File: src/hdl/cps_pkg.sv
`default_nettype none
// ----------------------------------------------------------------------------
// cps_pkg
// Shared types, constants and helpers for the cookie pair splitter.
// ----------------------------------------------------------------------------
package cps_pkg;

    localparam int KEY_CAPACITY   = 256;
    localparam int VALUE_CAPACITY = 4096;

    localparam int KEY_W = $clog2(KEY_CAPACITY);
    localparam int VAL_W = $clog2(VALUE_CAPACITY);

    // Longest key and value that still fit (one slot kept for the end mark)
    localparam logic [KEY_W-1:0] KEY_LEN_MAX = KEY_W'(KEY_CAPACITY - 1);
    localparam logic [VAL_W-1:0] VAL_LEN_MAX = VAL_W'(VALUE_CAPACITY - 1);

    localparam logic [7:0] CHAR_EQUALS = 8'h3D;
    localparam logic [7:0] CHAR_SEMI   = 8'h3B;
    localparam logic [7:0] CHAR_SPACE  = 8'h20;
    localparam logic [7:0] CHAR_CR     = 8'h0D;
    localparam logic [7:0] CHAR_LF     = 8'h0A;
    localparam logic [7:0] CHAR_TAB    = 8'h09;

    typedef enum logic [1:0] {
        PHASE_NAME  = 2'd0,
        PHASE_VALUE = 2'd1,
        PHASE_SEMI  = 2'd2
    } phase_t;

    typedef enum logic [1:0] {
        ROLE_DROP  = 2'd0,
        ROLE_KEY   = 2'd1,
        ROLE_VALUE = 2'd2
    } role_t;

    typedef struct packed {
        phase_t            phase;
        logic [KEY_W-1:0]  key_len;
        logic [VAL_W-1:0]  val_len;
        logic              err;
    } parse_state_t;

    typedef struct packed {
        logic [7:0] byte_val;
        role_t      role;
        logic       commit;
        logic       err;
        logic       done;
    } result_t;

    localparam parse_state_t STATE_RESET = '{
        phase:   PHASE_NAME,
        key_len: '0,
        val_len: '0,
        err:     1'b0
    };

    function automatic logic is_blank(input logic [7:0] c);
        return c inside {CHAR_SPACE, CHAR_CR, CHAR_LF, CHAR_TAB};
    endfunction

endpackage
`default_nettype wire

File: src/hdl/cookie_pair_splitter_top.sv
// Results are registered: a result appears in the cycle after its byte transfer.
// Throughput: one byte per cycle; the single result register drains while
//   the next byte is taken, so in_stall follows out_stall only when full.
// Reset: rst_n clears parser state to the name phase with zero counts and
//   no error, and empties the result register. No clearing pass is needed.
`default_nettype none
// ----------------------------------------------------------------------------
// cookie_pair_splitter_top
// Tags Cookie header bytes as key, value or dropped and marks pair ends.
// ----------------------------------------------------------------------------
module cookie_pair_splitter_top (
    input  wire logic             clk,
    input  wire logic             rst_n,
    input  wire logic             in_valid,
    output logic                  in_stall,
    input  wire logic [7:0]       byte_in,
    input  wire logic             final_byte,
    output logic                  out_valid,
    input  wire logic             out_stall,
    output logic [7:0]            byte_out,
    output logic [1:0]            byte_role,
    output logic                  pair_commit,
    output logic                  overflow_error,
    output logic                  string_done
);
    import cps_pkg::*;

    parse_state_t state_reg;
    parse_state_t state_next;
    result_t      step_res;
    result_t      res_reg;
    logic         out_valid_reg;
    logic         out_valid_next;
    logic         in_xfer;

    cps_parser_core u_core (
        .state      (state_reg),
        .byte_in    (byte_in),
        .final_byte (final_byte),
        .state_next (state_next),
        .result     (step_res)
    );

    assign in_stall = out_valid_reg && out_stall;
    assign in_xfer  = in_valid && !in_stall;

    always_comb
    begin
        out_valid_next = out_valid_reg;
        if (in_xfer)
        begin
            out_valid_next = 1'b1;
        end
        else if (!out_stall)
        begin
            out_valid_next = 1'b0;
        end
    end

    always_ff @(posedge clk or negedge rst_n)
    begin
        if (!rst_n)
        begin
            state_reg     <= STATE_RESET;
            out_valid_reg <= 1'b0;
        end
        else
        begin
            out_valid_reg <= out_valid_next;
            if (in_xfer)
            begin
                state_reg <= state_next;
            end
        end
    end

    // hold the result while stalled
    always_ff @(posedge clk)
    begin
        if (in_xfer)
        begin
            res_reg <= step_res;
        end
    end

    assign out_valid      = out_valid_reg;
    assign byte_out       = res_reg.byte_val;
    assign byte_role      = res_reg.role;
    assign pair_commit    = res_reg.commit;
    assign overflow_error = res_reg.err;
    assign string_done    = res_reg.done;

`ifndef SYNTHESIS
    a_final_clears: assert property (@(posedge clk) disable iff (!rst_n)
        in_xfer && final_byte |=> state_reg == STATE_RESET)
        else $error("parser state not cleared after final byte");

    a_err_drops: assert property (@(posedge clk) disable iff (!rst_n)
        out_valid_reg && res_reg.err |-> res_reg.role == ROLE_DROP)
        else $error("byte tagged while overflow flagged");

    a_no_commit_on_err: assert property (@(posedge clk) disable iff (!rst_n)
        out_valid_reg && res_reg.commit |-> !res_reg.err)
        else $error("pair committed during overflow");

    a_err_sticky: assert property (@(posedge clk) disable iff (!rst_n)
        in_xfer && state_reg.err && !final_byte |=> state_reg.err)
        else $error("overflow flag dropped before end of string");
`endif

endmodule
`default_nettype wire

File: src/hdl/cps_parser_core.sv
`default_nettype none
// ----------------------------------------------------------------------------
// cps_parser_core
// One-byte step of the cookie parser: next state and tagged result.
// ----------------------------------------------------------------------------
module cps_parser_core (
    input  cps_pkg::parse_state_t state,
    input  logic [7:0]            byte_in,
    input  logic                  final_byte,
    output cps_pkg::parse_state_t state_next,
    output cps_pkg::result_t      result
);
    import cps_pkg::*;

    parse_state_t upd;
    role_t        role;
    logic         commit;

    always_comb
    begin
        upd    = state;
        role   = ROLE_DROP;
        commit = 1'b0;
        if (!state.err)
        begin
            case (state.phase)
                PHASE_VALUE:
                begin
                    if (byte_in == CHAR_SEMI)
                    begin
                        upd.phase = PHASE_SEMI;
                    end
                    else if (state.val_len >= VAL_LEN_MAX)
                    begin
                        upd.err = 1'b1;
                    end
                    else
                    begin
                        upd.val_len = state.val_len + VAL_W'(1);
                        role        = ROLE_VALUE;
                    end
                end
                PHASE_SEMI:
                begin
                    // first non-blank byte closes the pending pair and opens a key
                    if (!is_blank(byte_in))
                    begin
                        commit      = 1'b1;
                        upd.key_len = KEY_W'(1);
                        upd.val_len = '0;
                        upd.phase   = PHASE_NAME;
                        role        = ROLE_KEY;
                    end
                end
                default:
                begin
                    if (byte_in == CHAR_EQUALS)
                    begin
                        upd.phase = PHASE_VALUE;
                    end
                    else if (state.key_len >= KEY_LEN_MAX)
                    begin
                        upd.err = 1'b1;
                    end
                    else
                    begin
                        upd.key_len = state.key_len + KEY_W'(1);
                        role        = ROLE_KEY;
                    end
                end
            endcase
        end

        if (final_byte && !upd.err && (upd.key_len != '0) && (upd.val_len != '0))
        begin
            commit = 1'b1;
        end
    end

    always_comb
    begin
        result.byte_val = byte_in;
        result.role     = role;
        result.commit   = commit;
        result.err      = upd.err;
        result.done     = final_byte;
        // start the next string from a clean state
        state_next      = final_byte ? STATE_RESET : upd;
    end

endmodule
`default_nettype wire
File: config.mk
export PLATFORM = sky130hd
export DESIGN_NAME = cookie_pair_splitter_top
export DESIGN_NICKNAME = d
export VERILOG_FILES = /design/src/hdl/cps_pkg.sv /design/src/hdl/cookie_pair_splitter_top.sv /design/src/hdl/cps_parser_core.sv
export SDC_FILE = /design/constraint.sdc
export NUM_CORES = 1
export LEC_CHECK = 0
export BUFFER_PORTS_ARGS = -buffer_cell sky130_fd_sc_hd__buf_2
export CAP_MARGIN = 0
export CELL_PAD_IN_SITES_DETAIL_PLACEMENT = 2
export CELL_PAD_IN_SITES_GLOBAL_PLACEMENT = 2
export CORE_UTILIZATION = 34
export CTS_CLUSTER_SIZE = 30
export DETAILED_ROUTE_END_ITERATION = 12
export GPL_ROUTABILITY_DRIVEN = 1
export PLACE_DENSITY_LB_ADDON = 0.1
export SLEW_MARGIN = 40
export SYNTH_ARGS = -nofsm -noshare
export SYNTH_HDL_FRONTEND = slang
export SYNTH_HIERARCHICAL = 1
export SYNTH_SLANG_ARGS = --single-unit
File: constraint.sdc
create_clock -name clk -period 2.8 [get_ports clk]
set_input_delay 0.7 -clock clk [delete_from_list [all_inputs] [get_ports clk]]
set_output_delay 0.7 -clock clk [all_outputs]
set_load 0.02 [all_outputs]
# Word-level counts from Yosys, hierarchy flattened
# Cells that the tools add are included.
# W data, S select, Z words.
[totals] wordCells=65 inputBits=13 output_inout_bits=15 regBits=37
[op_classes] n_lt_le_gt_ge=2 reduce_logical=12 n_eq_ne=12 n_mux=27 add_sub_neg=2
[op_table] op="$mux W23" n=2
[op_table] op="$eq A8 B4 Y1 const B" n=3
[op_table] op="$eq A8 B6 Y1 const B" n=3
[op_table] op="$pmux W12 S2" n=1
[op_table] op="$mux W22" n=1
[op_table] op="$mux W8" n=2
[op_table] op="$pmux W8 S2" n=1
[op_table] op="$mux W13" n=1
[op_table] op="$add A12 B1 Y12 const B" n=1
[op_table] op="$ge A12 B12 Y1 const B" n=1
[op_table] op="$mux W12" n=1
[op_table] op="$reduce_bool A12 Y1" n=1
[op_table] op="$mux W1" n=11
[op_table] op="$add A8 B1 Y8 const B" n=1
[op_table] op="$ge A8 B8 Y1 const B" n=1
[op_table] op="$mux W2" n=4
[op_table] op="$pmux W2 S2" n=2
[op_table] op="$reduce_bool A4 Y1" n=2
[op_table] op="$reduce_bool A8 Y1" n=1
[op_table] op="$logic_and A1 B1 Y1" n=5
[op_table] op="$reduce_and A5 Y1" n=1
[op_table] op="$ne A3 B2 Y1 const B" n=1
[op_table] op="$ne A3 B3 Y1 const B" n=1
[op_table] op="$eq A2 B1 Y1 const B" n=1
[op_table] op="5 further kinds" n=6

# Longest topological paths before layout
[depth] ltp_word=9 mapped_depth=12 depth_no_buf=10

# Cells and area by module
# Netlist, hierarchy kept.
[by_module_without_submodules] module="cookie_pair_splitter_top" n_inst=1 area_per_inst_um2=1303.8 cells_per_inst=65 seq_area_each_um2=991.0
[by_module_without_submodules] module="cps_parser_core" n_inst=1 area_per_inst_um2=1292.5 cells_per_inst=206 seq_area_each_um2=0.0

# Least setup slack after synthesis
# Ideal clock, no wire load.
[synth_path] kind="flip-flop to flip-flop" start="register state_reg[21] (netlist name)" end="register res_reg, in the netlist pair_commit (data pin)" path_stages_with_launch=11 n_path_buf=2 period_less_slack_ns=2.774 setup_slack_ns=0.026 arrival_ns=2.523 cell_sequence="dfrtp_1 -> inv_1 -> ha_1 -> buf_2 -> or4_4 -> o21ai_1 -> o31ai_1 -> or4b_1 -> nor3_2 -> o22ai_1 -> buf_4"
[synth_via] elab_chain_cells=7 word_cells_on_any_way=14
[synth_rtl] element="start: declaration" line="cookie_pair_splitter_top.sv:28" rtl="parse_state_t state_reg;"
[synth_rtl] element="start signal: assignment" line="cookie_pair_splitter_top.sv:72" rtl="state_reg <= state_next;"
[synth_rtl] element="parallel branches: the longest is 7 deep, another holds $mux W23"
[synth_rtl] element="end signal: assignment" line="cookie_pair_splitter_top.sv:82" rtl="res_reg <= step_res;"
[synth_rtl] element="end: declaration" line="cookie_pair_splitter_top.sv:31" rtl="result_t res_reg;"
# Several ways; the timed one is not identified. The select of a mux whose other input is x is not followed.
# A chain may end at the register's enable or synchronous reset.

# Worst setup path after layout
[layout_path] start="input byte_in[5]" end="register res_reg, in the netlist pair_commit (data pin)"
[layout_via] elab_chain_cells=8 word_cells_on_any_way=24
[layout_rtl] element="start: declaration" line="cookie_pair_splitter_top.sv:16" rtl="input wire logic [7:0] byte_in,"
[layout_rtl] element="$eq A8 B6 Y1 (tied with other cells)" line="cps_pkg.sv:60" rtl="return c inside {CHAR_SPACE, CHAR_CR, CHAR_LF, CHAR_TAB};"
[layout_rtl] element="$reduce_bool A4 Y1 (tied with other cells)" line="cps_pkg.sv:60"
[layout_rtl] element="$mux W22 or $pmux W1 S2 (tied branches)" line="cps_parser_core.sv:46, cps_parser_core.sv:26"
[layout_rtl] element="$pmux W8 S2 or $mux W23 (tied branches)" line="cps_parser_core.sv:26, cps_parser_core.sv:24"
[layout_rtl] element="$mux W23 or $logic_not A1 Y1 (tied branches)" line="cps_parser_core.sv:24, cps_parser_core.sv:74"
[layout_rtl] element="$reduce_bool A8 Y1 or $logic_and A1 B1 Y1 (tied branches)" line="cps_parser_core.sv:74" rtl="if (final_byte && !upd.err && (upd.key_len != '0) && (upd.val_len != '0))"
[layout_rtl] element="$logic_and A1 B1 Y1 (2 in a row)" line="cps_parser_core.sv:74"
# Parallel ways exist; a longest one is shown, timed or not. The select of a mux whose other input is x is not followed.

==> flow_summary.json <==
{
  "outcome": "completed",
  "leading_register_cell_type_out_of_synthesis": "sky130_fd_sc_hd__dfrtp_1",
  "vias_per_cell": 5.38,
  "largest_register_ffs": 23,
  "num-fill-cells": 778,
  "compound_gate_portion_of_the_synthesized_area_pct": 16.8,
  "die_area_um2": 7990,
  "final_worst_clock_skew_ns": 0.00495,
  "xor_xnor_share_of_the_synthesized_area_pct": 0.337,
  "main_combinational_cell_family_by_area_after_synthesis": "simple AND/OR/NAND/NOR gates",
  "max-vdd-ir-drop_mv": 0.190,
  "synth.yosys.seq_area_share_pct": 38.2,
  "vias": 2358,
  "cts_root_buffer": "sky130_fd_sc_hd__clkbuf_8",
  "tritoncts": "built",
  "placement_rows": 31,
  "ys_async_sr_fraction_pct": 64.9,
  "pin_count_of_the_biggest_net_entering_global_routing": 37,
  "hold_ws_ns": 0.435,
  "die_h_um": 89.4,
  "maxClockFrequency_mhz": 360,
  "timing.critical_path.from": "byte_in[5]",
  "synth.distinct_cells": 60,
  "synth_adder_area_share_pct": 1.93,
  "synth.mux.area_fraction_pct": 10.4,
  "max_slew.worst_pin.slew_ns": 0.662,
  "antenna_found_initial": 0,
  "cap_viol_max_count": 0,
  "final-instance-count-excl-fill": 438,
  "numPortBuffers": 27,
  "critPathKind": "in2reg",
  "clock_tree.htree_level_count": 2,
  "design.core.area_um2": 7330,
  "finalWorstPathRequiredPeriod_ns": 2.78,
  "antennaDiodeCount": 0,
  "unrepaired_setup_endpoints_after_global_routing": "true",
  "cts-buffers-inserted": 5,
  "fin_ws_ns": 0.0230,
  "setup_tns_ns": 0,
  "finalWeightedCongestion": 0.726,
  "yosys-top-cells-area": "sky130_fd_sc_hd__dfrtp_1, sky130_fd_sc_hd__edfxtp_1, sky130_fd_sc_hd__mux2_2",
  "synth-warning-count": 6,
  "finalHoldViolations": 0,
  "clock_latency_ns": 0.29,
  "numPlacedInstances": 429,
  "timing.final.setup_violations": 0,
  "first_pass_grt_wire_length_mm": 12.9,
  "min-delay-path-class": "in2async",
  "starting_density_of_the_core_pct": 35.4,
  "totalWireLength_mm": 7.98,
  "most-common-layout-cells": "sky130_fd_sc_hd__buf_4, sky130_fd_sc_hd__nor2_1, sky130_fd_sc_hd__buf_2, sky130_fd_sc_hd__dfrtp_1, sky130_fd_sc_hd__mux2_2",
  "mostFrequentLayoutCell": "sky130_fd_sc_hd__buf_4",
  "synth-edff-count": 13,
  "final_nets": 355,
  "synth_cells": 271,
  "number_of_sinks_driven_by_the_clock_tree": 37,
  "timing.critical_path.to_type": "flip-flop",
  "synth-seq-cells": 37,
  "cts_max_path_buffers": 2,
  "place_hpwl_mm": 5.92,
  "vias_in_the_first_global_route": 2490,
  "die_width_um": 89.4,
  "layout-area-overhead-vs-synth_pct": 25.6,
  "drt_pre_antenna_iters": 4,
  "cp.required_ns": 2.83,
  "power.leakage_nw": 1.38,
  "synth_top_cell_by_area": "sky130_fd_sc_hd__dfrtp_1",
  "netlist.area_leader.share_pct": 23.1,
  "global_route.usage.total_pct": 21.6,
  "total_congestion_overflow": 0,
  "pre_cts_slack_ns": -0.467,
  "fin_crit_sh_pct": 99.2,
  "r2r_start": "state_reg[21]",
  "power-per-cell-area_nw_per_um2": 365,
  "drt_drc": 0,
  "critical_path.startpoint_type": "input port",
  "number_of_nets_produced_by_synthesis": 288,
  "worstPathArrival_ns": 2.81,
  "final_number_of_max_transition_violations": 0,
  "hold_buf_count_cts": 0,
  "slew_headroom_pct": 55.9,
  "setup.reg_to_reg.worst_slack_ns": 0.07,
  "timing.critical_path.fanout_max": 6,
  "final_antenna_net_count": 0,
  "avgSynthCellArea_um2": 9.58,
  "drive_above_1_share_pct": 38.9,
  "detailedRoute.firstIterationViolations": 62,
  "synthesized_area_um2": 2600,
  "clkSlewWorstSetupHoldPaths_ns": 0.08,
  "drt-wirelength-per-cell_um": 18.2,
  "io_pins": 28,
  "post_synthesis_share_of_cell_area_spent_on_and_or_nand_and_nor_gates_pct": 26.1
}
-- power by group --
group          switching (W)  internal (W)  leakage, nW  total [W]
Sequential         0.0000209      0.000584        0.452   0.000605
Combinational       0.000121     0.0000897        0.886   0.000211
Clock               0.000208      0.000168       0.0430   0.000376
Total               0.000350      0.000842         1.38    0.00119
-- final timing paths --
check | end | cells after the start
setup / recovery | pair_commit | 10
max in group asynchronous | state_reg[21] | 1
min in group clk | state_reg[14] | 1
hold / removal | state_reg[7] | 1
hold reg to reg | state_reg[14] | 1
setup reg to reg | pair_commit | 8
-- per-layer routing --
metal,part of all wire [%],up-vias,GRT usage (%)
li1,-,1147,-
met1,48,1179,28.4
met2,49,27,37.8
met3,1.9,5,2.86
met4,0.81,0,4.33
met5,0,-,0
-- through the flow --
step / power [W] / cell area [µm²] / utilization (%)
after global placement: 0.000810 / 3100 / 42.3
after detailed placement: 0.000819 / 3100 / 42.3
after floorplan: 0.000734 / 2600 / -
final: 0.00119 / 3260 / 44.5
after global routing: 0.00124 / 3260 / 44.5
after CTS: 0.00121 / 3210 / 43.8
-- cell families after synthesis --
family                     Yosys count
and+or+nand+nor                    120
AOI/OAI and AO/OA                   58
DFF                                 37
buffers and inverters               27
muxes                               24
adders and majority gates            4
xor gates and xnor gates             1
-- layout make-up --
type / instances / area (µm²) / share of cell area [%]
flip-flops and latches: 37 / 991 / 30.4
well taps: 99 / 124 / 3.80
clock inverters: 3 / 12.5 / 0.384
repair buffers: 78 / 518 / 15.9
clock buffers: 5 / 68.8 / 2.11
inverters: 9 / 33.8 / 1.04
multi-input cells: 207 / 1510 / 46.4
-- Yosys cell counts (all sizes together) (3+ instances only) --
cell type	count
a211oi	3
a21oi	8
a22oi	4
and2	5
and3	4
buf	14
clkbuf	4
dfrtp	24
edfxtp	13
ha	4
inv	9
mux2	24
nand2	14
nand2b	4
nand3	10
nand4	8
nor2	35
nor2b	7
nor3	10
nor4	8
o21ai	14
o21bai	4
or2	3
or3	3
-- worst max-delay path, cell delays in order --
cell and delay, ns:
sky130_fd_sc_hd__buf_2 0.13, sky130_fd_sc_hd__or4b_4 0.22, sky130_fd_sc_hd__a2111oi_4 0.08, sky130_fd_sc_hd__buf_4 0.17
sky130_fd_sc_hd__or4_4 0.49, sky130_fd_sc_hd__o21ai_2 0.16, sky130_fd_sc_hd__o31ai_1 0.11, sky130_fd_sc_hd__or4b_1 0.55
sky130_fd_sc_hd__nor3_2 0.12, sky130_fd_sc_hd__o22ai_1 0.08
-- repair_timing --
action	4_1_cts	5_1_grt
gates cloned	0	0
setup buffers	0	1
gates resized for setup	6	6
endpoints found under the setup margin	2	1
pin swaps	0	1
Power figures use the tool's default switching activity.
